File: src/sv/rcddm_pkg.sv
// shared constants, register codes and types for the differential drive mixer
`default_nettype none

package rcddm_pkg;

    // field widths
    localparam int PULSE_BITS      = 12;
    localparam int SPEED_BITS      = 10;
    localparam int SCALE_FRAC_BITS = 8;
    localparam int SCALE_BITS      = SCALE_FRAC_BITS + 2;

    // pulse limits in microseconds
    localparam int PULSE_MIN_US  = 1000;
    localparam int PULSE_MAX_US  = 2000;
    localparam int PULSE_SPAN_US = PULSE_MAX_US - PULSE_MIN_US;

    // offset of a clamped pulse above the minimum
    localparam int OFFS_BITS = $clog2(PULSE_SPAN_US + 1);

    // span of a mapping range (speed or scale), signed
    localparam int SPAN_BITS = (SPEED_BITS > SCALE_BITS ? SPEED_BITS : SCALE_BITS) + 1;
    localparam int PROD_BITS = OFFS_BITS + 1 + SPAN_BITS;
    localparam int MAG_BITS  = $clog2(PULSE_SPAN_US * (2 ** (SPAN_BITS - 1)) + 1);

    // division by the pulse span as a reciprocal multiply
    localparam int     DIV_SHIFT = MAG_BITS + OFFS_BITS;
    localparam longint DIV_MULT  = ((longint'(1) << DIV_SHIFT) + PULSE_SPAN_US - 1)
                                   / PULSE_SPAN_US;
    localparam int     MULT_BITS = $clog2(DIV_MULT + 1);
    localparam int     Q_BITS    = SPAN_BITS - 1;

    // speed times scale and the result after the fraction shift
    localparam int SPROD_BITS = SPEED_BITS + SCALE_BITS + 1;
    localparam int SC_BITS    = SPROD_BITS - SCALE_FRAC_BITS;
    localparam int SUM_BITS   = SC_BITS + 1;

    // stream packing
    localparam int IN_FIELD_BITS = 3 * PULSE_BITS;
    localparam int IN_DATA_BITS  = ((IN_FIELD_BITS + 7) / 8) * 8;
    localparam int OUT_FIELD_BITS = 2 * SPEED_BITS;
    localparam int OUT_DATA_BITS  = ((OUT_FIELD_BITS + 7) / 8) * 8;

    // configuration port
    localparam int APB_DATA_BITS = 32;
    localparam int REG_IDX_BITS  = 3;
    localparam int APB_ADDR_BITS = REG_IDX_BITS + 2;

    localparam logic [REG_IDX_BITS-1:0] REG_SPEED_LOW   = 3'd0;
    localparam logic [REG_IDX_BITS-1:0] REG_SPEED_HIGH  = 3'd1;
    localparam logic [REG_IDX_BITS-1:0] REG_NEUTRAL_LOW = 3'd2;
    localparam logic [REG_IDX_BITS-1:0] REG_NEUTRAL_HIGH = 3'd3;
    localparam logic [REG_IDX_BITS-1:0] REG_SCALE_LOW   = 3'd4;
    localparam logic [REG_IDX_BITS-1:0] REG_SCALE_HIGH  = 3'd5;

    // register reset values
    localparam logic signed [SPEED_BITS-1:0] RST_SPEED_LOW    = -10'sd255;
    localparam logic signed [SPEED_BITS-1:0] RST_SPEED_HIGH   = 10'sd255;
    localparam logic [PULSE_BITS-1:0]        RST_NEUTRAL_LOW  = 12'd1450;
    localparam logic [PULSE_BITS-1:0]        RST_NEUTRAL_HIGH = 12'd1550;
    localparam logic [SCALE_BITS-1:0]        RST_SCALE_LOW    = 10'd128;
    localparam logic [SCALE_BITS-1:0]        RST_SCALE_HIGH   = 10'd256;

    // channel order inside the pipeline
    localparam int NCH    = 3;
    localparam int CH_TRN = 0;
    localparam int CH_MOV = 1;
    localparam int CH_THR = 2;

    // pipeline depth
    localparam int NSTG = 7;

    typedef struct packed {
        logic signed [SPEED_BITS-1:0] speed_low;
        logic signed [SPEED_BITS-1:0] speed_high;
        logic [PULSE_BITS-1:0]        neutral_low;
        logic [PULSE_BITS-1:0]        neutral_high;
        logic [SCALE_BITS-1:0]        scale_low;
        logic [SCALE_BITS-1:0]        scale_high;
    } t_cfg;

endpackage

`default_nettype wire

File: src/sv/rc_differential_drive_mixer_top.sv
// differential drive mixer: rc pulses to left and right wheel speeds
// throughput: one item per cycle; each of the seven stages holds its item only while
// the stage after it is full, so a stall on the output side backs up stage by stage
// reset: synchronous active low; clears the stage valid bits and loads the register defaults
// configuration is read straight from the registers and is meant to change only when idle
`default_nettype none

module rc_differential_drive_mixer_top
    import rcddm_pkg::*;
(
    input  wire logic                      i_clk,
    input  wire logic                      i_rst_n,
    // input stream
    input  wire logic                      s_axis_tvalid,
    output logic                           s_axis_tready,
    input  wire logic [IN_DATA_BITS-1:0]   s_axis_tdata,  // turn_pulse, move_pulse, throttle_pulse, zero pad
    input  wire logic                      s_axis_tuser,  // signals_valid
    // output stream
    output logic                           m_axis_tvalid,
    input  wire logic                      m_axis_tready,
    output logic [OUT_DATA_BITS-1:0]       m_axis_tdata,  // left_speed, right_speed, zero pad
    output logic                           m_axis_tuser,  // drive_enabled
    // register port
    input  wire logic                      psel,
    input  wire logic                      penable,
    input  wire logic                      pwrite,
    input  wire logic [APB_ADDR_BITS-1:0]  paddr,
    input  wire logic [APB_DATA_BITS-1:0]  pwdata,
    output logic [APB_DATA_BITS-1:0]       prdata,
    output logic                           pready
);

    // ------------------------------------------------------------------
    // configuration registers
    // ------------------------------------------------------------------
    t_cfg                    r_cfg;
    logic [REG_IDX_BITS-1:0] w_idx;
    logic                    w_wr;

    assign pready = 1'b1;
    assign w_idx  = paddr[APB_ADDR_BITS-1:2];
    assign w_wr   = psel && penable && pwrite && pready;

    always_ff @(posedge i_clk) begin
        if (!i_rst_n) begin
            r_cfg.speed_low    <= RST_SPEED_LOW;
            r_cfg.speed_high   <= RST_SPEED_HIGH;
            r_cfg.neutral_low  <= RST_NEUTRAL_LOW;
            r_cfg.neutral_high <= RST_NEUTRAL_HIGH;
            r_cfg.scale_low    <= RST_SCALE_LOW;
            r_cfg.scale_high   <= RST_SCALE_HIGH;
        end else if (w_wr) begin
            unique case (w_idx)
                REG_SPEED_LOW:    r_cfg.speed_low    <= pwdata[SPEED_BITS-1:0];
                REG_SPEED_HIGH:   r_cfg.speed_high   <= pwdata[SPEED_BITS-1:0];
                REG_NEUTRAL_LOW:  r_cfg.neutral_low  <= pwdata[PULSE_BITS-1:0];
                REG_NEUTRAL_HIGH: r_cfg.neutral_high <= pwdata[PULSE_BITS-1:0];
                REG_SCALE_LOW:    r_cfg.scale_low    <= pwdata[SCALE_BITS-1:0];
                REG_SCALE_HIGH:   r_cfg.scale_high   <= pwdata[SCALE_BITS-1:0];
                default: ;  // unmapped index, write dropped
            endcase
        end
    end

    always_comb begin
        unique case (w_idx)
            REG_SPEED_LOW:
                prdata = APB_DATA_BITS'(unsigned'(r_cfg.speed_low));
            REG_SPEED_HIGH:
                prdata = APB_DATA_BITS'(unsigned'(r_cfg.speed_high));
            REG_NEUTRAL_LOW:  prdata = APB_DATA_BITS'(r_cfg.neutral_low);
            REG_NEUTRAL_HIGH: prdata = APB_DATA_BITS'(r_cfg.neutral_high);
            REG_SCALE_LOW:    prdata = APB_DATA_BITS'(r_cfg.scale_low);
            REG_SCALE_HIGH:   prdata = APB_DATA_BITS'(r_cfg.scale_high);
            default:          prdata = '0;
        endcase
    end

    // spans of the two mappings, registered off the configuration
    logic signed [SPAN_BITS-1:0] r_spd_span;
    logic signed [SPAN_BITS-1:0] r_scl_span;

    always_ff @(posedge i_clk) begin
        r_spd_span <= SPAN_BITS'(r_cfg.speed_high) - SPAN_BITS'(r_cfg.speed_low);
        r_scl_span <= $signed(SPAN_BITS'(r_cfg.scale_high))
                    - $signed(SPAN_BITS'(r_cfg.scale_low));
    end

    // ------------------------------------------------------------------
    // stage handshake: a stage loads when it is empty or the next one loads
    // ------------------------------------------------------------------
    logic [NSTG-1:0] r_vld;
    logic [NSTG-1:0] w_en;

    always_comb begin
        w_en[NSTG-1] = !r_vld[NSTG-1] || m_axis_tready;
        for (int k = NSTG - 2; k >= 0; k--) begin
            w_en[k] = !r_vld[k] || w_en[k+1];
        end
    end

    assign s_axis_tready = w_en[0];

    always_ff @(posedge i_clk) begin
        if (!i_rst_n) begin
            r_vld <= '0;
        end else begin
            if (w_en[0]) begin
                r_vld[0] <= s_axis_tvalid;
            end
            for (int k = 1; k < NSTG; k++) begin
                if (w_en[k]) begin
                    r_vld[k] <= r_vld[k-1];
                end
            end
        end
    end

    // ------------------------------------------------------------------
    // stage 1: clamp pulses to the 1000..2000 us window, neutral band test
    // ------------------------------------------------------------------
    logic [PULSE_BITS-1:0] w_pulse [NCH];
    logic [OFFS_BITS-1:0]  n_s1_p  [NCH];
    logic [1:0]            n_s1_neu;

    logic [OFFS_BITS-1:0]  r_s1_p  [NCH];
    logic [1:0]            r_s1_neu;
    logic                  r_s1_sv;

    always_comb begin
        for (int c = 0; c < NCH; c++) begin
            w_pulse[c] = s_axis_tdata[c*PULSE_BITS +: PULSE_BITS];
            if (w_pulse[c] < PULSE_BITS'(PULSE_MIN_US)) begin
                n_s1_p[c] = '0;
            end else if (w_pulse[c] > PULSE_BITS'(PULSE_MAX_US)) begin
                n_s1_p[c] = OFFS_BITS'(PULSE_SPAN_US);
            end else begin
                n_s1_p[c] = OFFS_BITS'(w_pulse[c] - PULSE_BITS'(PULSE_MIN_US));
            end
        end
        // raw pulse against the band; an inverted band never matches
        for (int c = 0; c < 2; c++) begin
            n_s1_neu[c] = (w_pulse[c] >= r_cfg.neutral_low)
                       && (w_pulse[c] <= r_cfg.neutral_high);
        end
    end

    always_ff @(posedge i_clk) begin
        if (w_en[0]) begin
            r_s1_p   <= n_s1_p;
            r_s1_neu <= n_s1_neu;
            r_s1_sv  <= s_axis_tuser;
        end
    end

    // ------------------------------------------------------------------
    // stage 2: offset times span, split into magnitude and sign
    // ------------------------------------------------------------------
    logic signed [PROD_BITS-1:0] w_s2_prod [NCH];
    logic [MAG_BITS-1:0]         n_s2_mag  [NCH];
    logic [NCH-1:0]              n_s2_neg;

    logic [MAG_BITS-1:0]         r_s2_mag  [NCH];
    logic [NCH-1:0]              r_s2_neg;
    logic [1:0]                  r_s2_neu;
    logic                        r_s2_sv;

    always_comb begin
        for (int c = 0; c < NCH; c++) begin
            w_s2_prod[c] = $signed({1'b0, r_s1_p[c]})
                         * ((c == CH_THR) ? r_scl_span : r_spd_span);
            n_s2_neg[c]  = w_s2_prod[c][PROD_BITS-1];
            n_s2_mag[c]  = n_s2_neg[c] ? MAG_BITS'(-w_s2_prod[c])
                                       : MAG_BITS'(w_s2_prod[c]);
        end
    end

    always_ff @(posedge i_clk) begin
        if (w_en[1]) begin
            r_s2_mag <= n_s2_mag;
            r_s2_neg <= n_s2_neg;
            r_s2_neu <= r_s1_neu;
            r_s2_sv  <= r_s1_sv;
        end
    end

    // ------------------------------------------------------------------
    // stage 3: magnitude divided by the pulse span, reciprocal multiply
    // exact over the whole magnitude range, so truncation toward zero holds
    // ------------------------------------------------------------------
    logic [MAG_BITS+MULT_BITS-1:0] w_s3_prod [NCH];
    logic [Q_BITS-1:0]             n_s3_q    [NCH];

    logic [Q_BITS-1:0]             r_s3_q    [NCH];
    logic [NCH-1:0]                r_s3_neg;
    logic [1:0]                    r_s3_neu;
    logic                          r_s3_sv;

    always_comb begin
        for (int c = 0; c < NCH; c++) begin
            w_s3_prod[c] = (MAG_BITS+MULT_BITS)'(r_s2_mag[c])
                         * (MAG_BITS+MULT_BITS)'(DIV_MULT);
            n_s3_q[c]    = w_s3_prod[c][DIV_SHIFT +: Q_BITS];
        end
    end

    always_ff @(posedge i_clk) begin
        if (w_en[2]) begin
            r_s3_q   <= n_s3_q;
            r_s3_neg <= r_s2_neg;
            r_s3_neu <= r_s2_neu;
            r_s3_sv  <= r_s2_sv;
        end
    end

    // ------------------------------------------------------------------
    // stage 4: restore sign, add the range base, zero neutral channels
    // ------------------------------------------------------------------
    logic signed [Q_BITS:0]        w_s4_sq [NCH];
    logic signed [SPEED_BITS+1:0]  w_s4_spd_sum [2];
    logic signed [SCALE_BITS+1:0]  w_s4_scl_sum;
    logic signed [SPEED_BITS-1:0]  n_s4_spd [2];

    logic signed [SPEED_BITS-1:0]  r_s4_spd [2];
    logic [SCALE_BITS-1:0]         r_s4_scale;
    logic                          r_s4_sv;

    always_comb begin
        for (int c = 0; c < NCH; c++) begin
            w_s4_sq[c] = r_s3_neg[c] ? -$signed({1'b0, r_s3_q[c]})
                                     :  $signed({1'b0, r_s3_q[c]});
        end
        for (int c = 0; c < 2; c++) begin
            w_s4_spd_sum[c] = (SPEED_BITS+2)'(r_cfg.speed_low) + (SPEED_BITS+2)'(w_s4_sq[c]);
            n_s4_spd[c]     = r_s3_neu[c] ? '0 : SPEED_BITS'(w_s4_spd_sum[c]);
        end
        w_s4_scl_sum = $signed((SCALE_BITS+2)'(r_cfg.scale_low))
                     + (SCALE_BITS+2)'(w_s4_sq[CH_THR]);
    end

    always_ff @(posedge i_clk) begin
        if (w_en[3]) begin
            r_s4_spd   <= n_s4_spd;
            r_s4_scale <= SCALE_BITS'(w_s4_scl_sum);
            r_s4_sv    <= r_s3_sv;
        end
    end

    // ------------------------------------------------------------------
    // stage 5: speed times throttle scale
    // ------------------------------------------------------------------
    logic signed [SPROD_BITS-1:0] n_s5_prod [2];
    logic signed [SPROD_BITS-1:0] r_s5_prod [2];
    logic                         r_s5_sv;

    always_comb begin
        for (int c = 0; c < 2; c++) begin
            n_s5_prod[c] = SPROD_BITS'(r_s4_spd[c] * $signed({1'b0, r_s4_scale}));
        end
    end

    always_ff @(posedge i_clk) begin
        if (w_en[4]) begin
            r_s5_prod <= n_s5_prod;
            r_s5_sv   <= r_s4_sv;
        end
    end

    // ------------------------------------------------------------------
    // stage 6: drop the fraction bits, truncating toward zero
    // ------------------------------------------------------------------
    logic signed [SPROD_BITS-1:0] w_s6_adj [2];
    logic signed [SC_BITS-1:0]    n_s6_sc  [2];
    logic signed [SC_BITS-1:0]    r_s6_sc  [2];
    logic                         r_s6_sv;

    always_comb begin
        for (int c = 0; c < 2; c++) begin
            // negative values get the fraction mask added before the shift
            w_s6_adj[c] = r_s5_prod[c]
                        + (r_s5_prod[c][SPROD_BITS-1]
                           ? SPROD_BITS'((1 << SCALE_FRAC_BITS) - 1) : '0);
            n_s6_sc[c]  = w_s6_adj[c][SPROD_BITS-1:SCALE_FRAC_BITS];
        end
    end

    always_ff @(posedge i_clk) begin
        if (w_en[5]) begin
            r_s6_sc <= n_s6_sc;
            r_s6_sv <= r_s5_sv;
        end
    end

    // ------------------------------------------------------------------
    // stage 7: mix, clamp floor first then ceiling, output register
    // ------------------------------------------------------------------
    logic signed [SUM_BITS-1:0]   w_s7_mix [2];
    logic signed [SUM_BITS-1:0]   w_s7_lo;
    logic signed [SUM_BITS-1:0]   w_s7_hi;
    logic signed [SUM_BITS-1:0]   w_s7_clp [2];
    logic signed [SPEED_BITS-1:0] n_out_spd [2];

    logic signed [SPEED_BITS-1:0] r_out_left;
    logic signed [SPEED_BITS-1:0] r_out_right;
    logic                         r_out_en;

    always_comb begin
        w_s7_lo     = SUM_BITS'(r_cfg.speed_low);
        w_s7_hi     = SUM_BITS'(r_cfg.speed_high);
        w_s7_mix[0] = SUM_BITS'(r_s6_sc[CH_TRN]) - SUM_BITS'(r_s6_sc[CH_MOV]);
        w_s7_mix[1] = SUM_BITS'(r_s6_sc[CH_TRN]) + SUM_BITS'(r_s6_sc[CH_MOV]);
        for (int c = 0; c < 2; c++) begin
            priority if (w_s7_mix[c] < w_s7_lo) begin
                w_s7_clp[c] = w_s7_lo;
            end else if (w_s7_mix[c] > w_s7_hi) begin
                w_s7_clp[c] = w_s7_hi;
            end else begin
                w_s7_clp[c] = w_s7_mix[c];
            end
            // invalid receiver signals stop both wheels
            n_out_spd[c] = r_s6_sv ? SPEED_BITS'(w_s7_clp[c]) : '0;
        end
    end

    always_ff @(posedge i_clk) begin
        if (w_en[6]) begin
            r_out_left  <= n_out_spd[0];
            r_out_right <= n_out_spd[1];
            r_out_en    <= r_s6_sv;
        end
    end

    assign m_axis_tvalid = r_vld[NSTG-1];
    assign m_axis_tuser  = r_out_en;
    assign m_axis_tdata  = OUT_DATA_BITS'({r_out_right, r_out_left});

`ifndef SYNTHESIS

    // a full pipe only pushes back when the output is held
    a_backpressure_source: assert property (
        @(posedge i_clk) disable iff (!i_rst_n)
        !s_axis_tready |-> (m_axis_tvalid && !m_axis_tready)
    ) else $error("input stalled without an output stall");

    // a stopped drive carries zero speeds
    a_disabled_zero: assert property (
        @(posedge i_clk) disable iff (!i_rst_n)
        (m_axis_tvalid && !m_axis_tuser) |-> (m_axis_tdata == '0)
    ) else $error("disabled item carries nonzero speeds");

    // an output taken with nothing behind it leaves the output empty
    a_drain: assert property (
        @(posedge i_clk) disable iff (!i_rst_n)
        (m_axis_tvalid && m_axis_tready && !r_vld[NSTG-2]) |=> !m_axis_tvalid
    ) else $error("item repeated on the output");

`endif

endmodule

`default_nettype wire

File: config.mk
export PLATFORM = sky130hd
export DESIGN_NAME = rc_differential_drive_mixer_top
export DESIGN_NICKNAME = d
export VERILOG_FILES = /design/src/sv/rcddm_pkg.sv /design/src/sv/rc_differential_drive_mixer_top.sv
export SDC_FILE = /design/constraint.sdc
export NUM_CORES = 2
export LEC_CHECK = 0
export BUFFER_PORTS_ARGS = -buffer_cell sky130_fd_sc_hd__buf_4
export CAP_MARGIN = 20
export CORE_UTILIZATION = 30
export CTS_BUF_LIST = sky130_fd_sc_hd__clkbuf_8
export DETAILED_ROUTE_END_ITERATION = 8
export GPL_TIMING_DRIVEN = 0
export PLACE_DENSITY_LB_ADDON = 0.12
export SYNTH_ARGS = -nofsm -noshare
export SYNTH_HDL_FRONTEND = slang
export SYNTH_SLANG_ARGS = --single-unit
File: constraint.sdc
create_clock -name i_clk -period 8.1 [get_ports i_clk]
set_input_delay 0.81 -clock i_clk [delete_from_list [all_inputs] [get_ports i_clk]]
set_output_delay 0.81 -clock i_clk [all_outputs]
set_load 0.02 [all_outputs]
==> flow_summary_export.csv <==
group,metric,value,unit
run_status,status,"finished, final reports clean",
yosys,yosysMostFrequentCell,"inv_1",
yosys,ys_top_cells_by_count,"inv_1 (1175), ha_1 (1053), fa_1 (604)",
timing,setup_violations,0,
timing,tns,0,ps
place,gp_congestion,0.829,
drt,vias,38600,
yosys,synth_area_leader_cell,"ha_1",
global_route,use_met2,31.1,%
layout,drive_gt1_share,4.87,%
global_route,use_met1,23.1,%
drt,first_iter_violations,1349,
global_route,grt-ovfl-total,0,
drt,remaining_drc_errors,0,
drt,wl,157,mm
setup_path,crit_type,"reg -> reg",
clocking,clock-root-buffer,"clkbuf_8",
timing,fin_crit_sh,85.8,%
yosys,synth_top_area_share,24.2,%
global_route,use_met3,2.06,%
worst_hold_path,hold_class,"in -> reg",
global_route,grt_pass1_vias,41400,
clocking,path_clk_slew,70,ps
global_route,grt_max_degree,65,
timing,drv_slew,0,
drt,ant_nets,0,
yosys,yosysWarnings,0,
yosys,synth_seq_cells,350,
clocking,clk-insertion-delay-late,780,ps
yosys,netlist_area,0.0544,mm2
timing,worst_slew_pin_slew,986,ps
global_route,grt.total_usage,17.6,%
timing,post-route-min-period,6950,ps
setup_path,critPathArrivalTime,7460,ps
clocking,cts_buffers,68,
setup_path,critPathLaunchType,"flop",
die,rows,155,
drt,avgViaCountPerCell,4.64,
die,ios,145,
drt,dr.pass1.iters,5,
yosys,synth_edf_count,257,
timing,finalHoldViolCount,0,
layout,areaGrowthSynthToFinish,9.78,%
die,initial_core_util,30.3,%
die,die_h,428,um
yosys,synthTopCellsByArea,"ha_1 (24%), fa_1 (22%), edfxtp_1 (14%)",
clocking,cts_max_level,3,
yosys,synth_flop_cell,"edfxtp_1",
clocking,ctsHoldBuffers,0,
die,die_w,428,um
clocking,cts.path.max_buffers,3,
layout,fin_nets,7641,
clocking,clock_sinks,350,
yosys,yosysUniqueCellTypes,90,
clocking,post_cts.repair.setup_buffers,0,
clocking,cts_resized,0,
global_route,antenna_found_initial,6,
setup_path,cp_max_fo,10,
setup_path,setup.worst_path.end_class,"flop",
timing,clock.fmax,0.144,GHz
timing,rsz0062_at_grt,"no",
die,dieArea,0.183,mm2
job,maxCapViolCount,0,
clocking,tritoncts,"built",
die,core_area,0.179,mm2
yosys,syn_area_per_cell,9.52,um2
yosys,ys_seq_area_share,17.6,%
timing,finalClockSkew,57.9,ps
timing,slew_headroom,34.2,%
setup_path,critPathRequiredTime,8610,ps
global_route,grt_pass1_wl,245,mm
yosys,synthArstFlopShare,0,%
layout,fill_cells,18800,
place,dp_hpwl,131,mm
place,port_buffers,91,
drt,wl_per_cell,18.8,um
yosys,synthCells,5708,
global_route,top_usage_layer,"met2",
[stage by stage]
stage	util [%]	area, um2	hold slack (ps)	instances	setup WS [ps]
floorplan	-	54400	400	5731	2390
global placement	32.4	58100	402	8177	1180
detailed placement	32.5	58200	407	8184	1140
CTS	33.3	59700	194	8309	1140
global route	33.3	59700	214	8311	857
finish	33.3	59700	285	8313	1150
[placed cells by master, fill, tap and decap left out, types with 26 or more instances in the layout]
cell / netlist / layout
inv_1: 1175 / 1196
ha_1: 1053 / 1053
fa_1: 604 / 604
nand2_1: 432 / 430
and2_1: 283 / 283
edfxtp_1: 257 / 257
a21oi_1: 193 / 193
xnor2_1: 185 / 185
nor2_1: 171 / 171
clkbuf_1: 126 / 126
o21ai_0: 125 / 125
buf_4: 28 / 120
dfxtp_1: 93 / 93
a21o_1: 90 / 90
clkbuf_8: 0 / 76
xor2_1: 75 / 75
nor2b_1: 68 / 68
nand3_1: 66 / 66
nand2b_1: 53 / 53
nor3_1: 53 / 53
mux2i_1: 49 / 49
o211ai_1: 42 / 42
a21boi_0: 39 / 39
o21a_1: 37 / 37
o21bai_1: 33 / 33
nand4_1: 33 / 33
and3_1: 28 / 28
a211oi_1: 26 / 26
[state kept, by name, summed over array words and instances (netlist names), 3 cells and up]
signal / flops
r_s3_neg: 3
r_spd_span: 11
r_s2_mag: 60
r_s4_scale: 10
r_s6_sc: 26
r_out_right: 10
r_vld: 7
r_scl_span: 11
r_s2_neg: 3
r_s5_prod: 42
r_s4_spd: 20
r_out_left: 10
r_s1_p: 30
r_cfg: 64
r_s3_q: 30
[path summary, 6_finish.rpt]
path,slack (ps),to,from,cells after the start
setup / recovery,1150,r_s2_mag[57],r_spd_span[10],19
hold / removal,290,r_s1_sv,s_axis_tuser,1
hold reg to reg,420,r_s3_sv,r_s2_sv,0
setup reg to reg,1150,r_s2_mag[57],r_spd_span[10],19
[layout make-up]
| class | count | area (um2) | share of cell area, % |
|---|---|---|---|
| Clock buffer | 76 | 1050 | 1.75 |
| Sequential cell | 350 | 9580 | 16.1 |
| Timing Repair Buffer | 98 | 833 | 1.40 |
| Tap cell | 2355 | 2950 | 4.94 |
| Clock inverter | 49 | 384 | 0.644 |
| Multi-Input combinational cell | 4036 | 39700 | 66.5 |
| Inverter | 1178 | 4420 | 7.41 |
| Antenna cell | 4 | 10.0 | 0.0168 |
| Buffer | 167 | 748 | 1.25 |
[metal layers]
| metal | wire length [um] | up-vias |
|---|---|---|
| met1 | 72500 | 18900 |
| met4 | 3010 | 0 |
| met5 | 0 | - |
| met2 | 76900 | 475 |
| met3 | 4300 | 132 |
| li1 | - | 19000 |
[cells by family after synthesis]
family | Yosys count | synth area share [%]
simple gates | 1286 | 12.0
compound gates | 753 | 9.09
flops | 350 | 17.6
buf+inv | 1345 | 9.51
mux | 54 | 1.05
other cells | 2 | 0.0138
xor+xnor | 261 | 4.22
fa+ha+maj | 1657 | 46.5
[worst max-delay path, stage by stage (launching register included)]
cell and delay [ps]:
dfxtp_1 750, clkbuf_1 620, nor2b_1 260, fa_1 460, fa_1 530, fa_1 450, fa_1 500, inv_1 60
fa_1 480, inv_1 40, ha_1 390, o21ai_0 190, a21boi_0 110, o21ai_0 150, a21boi_0 100, o311ai_0 760
o211ai_2 230, nor3_1 230, nor2_1 70, xor2_1 320
Power is not shown: default switching activity piles up to over one toggle a cycle in this logic, so the estimate is an artifact.
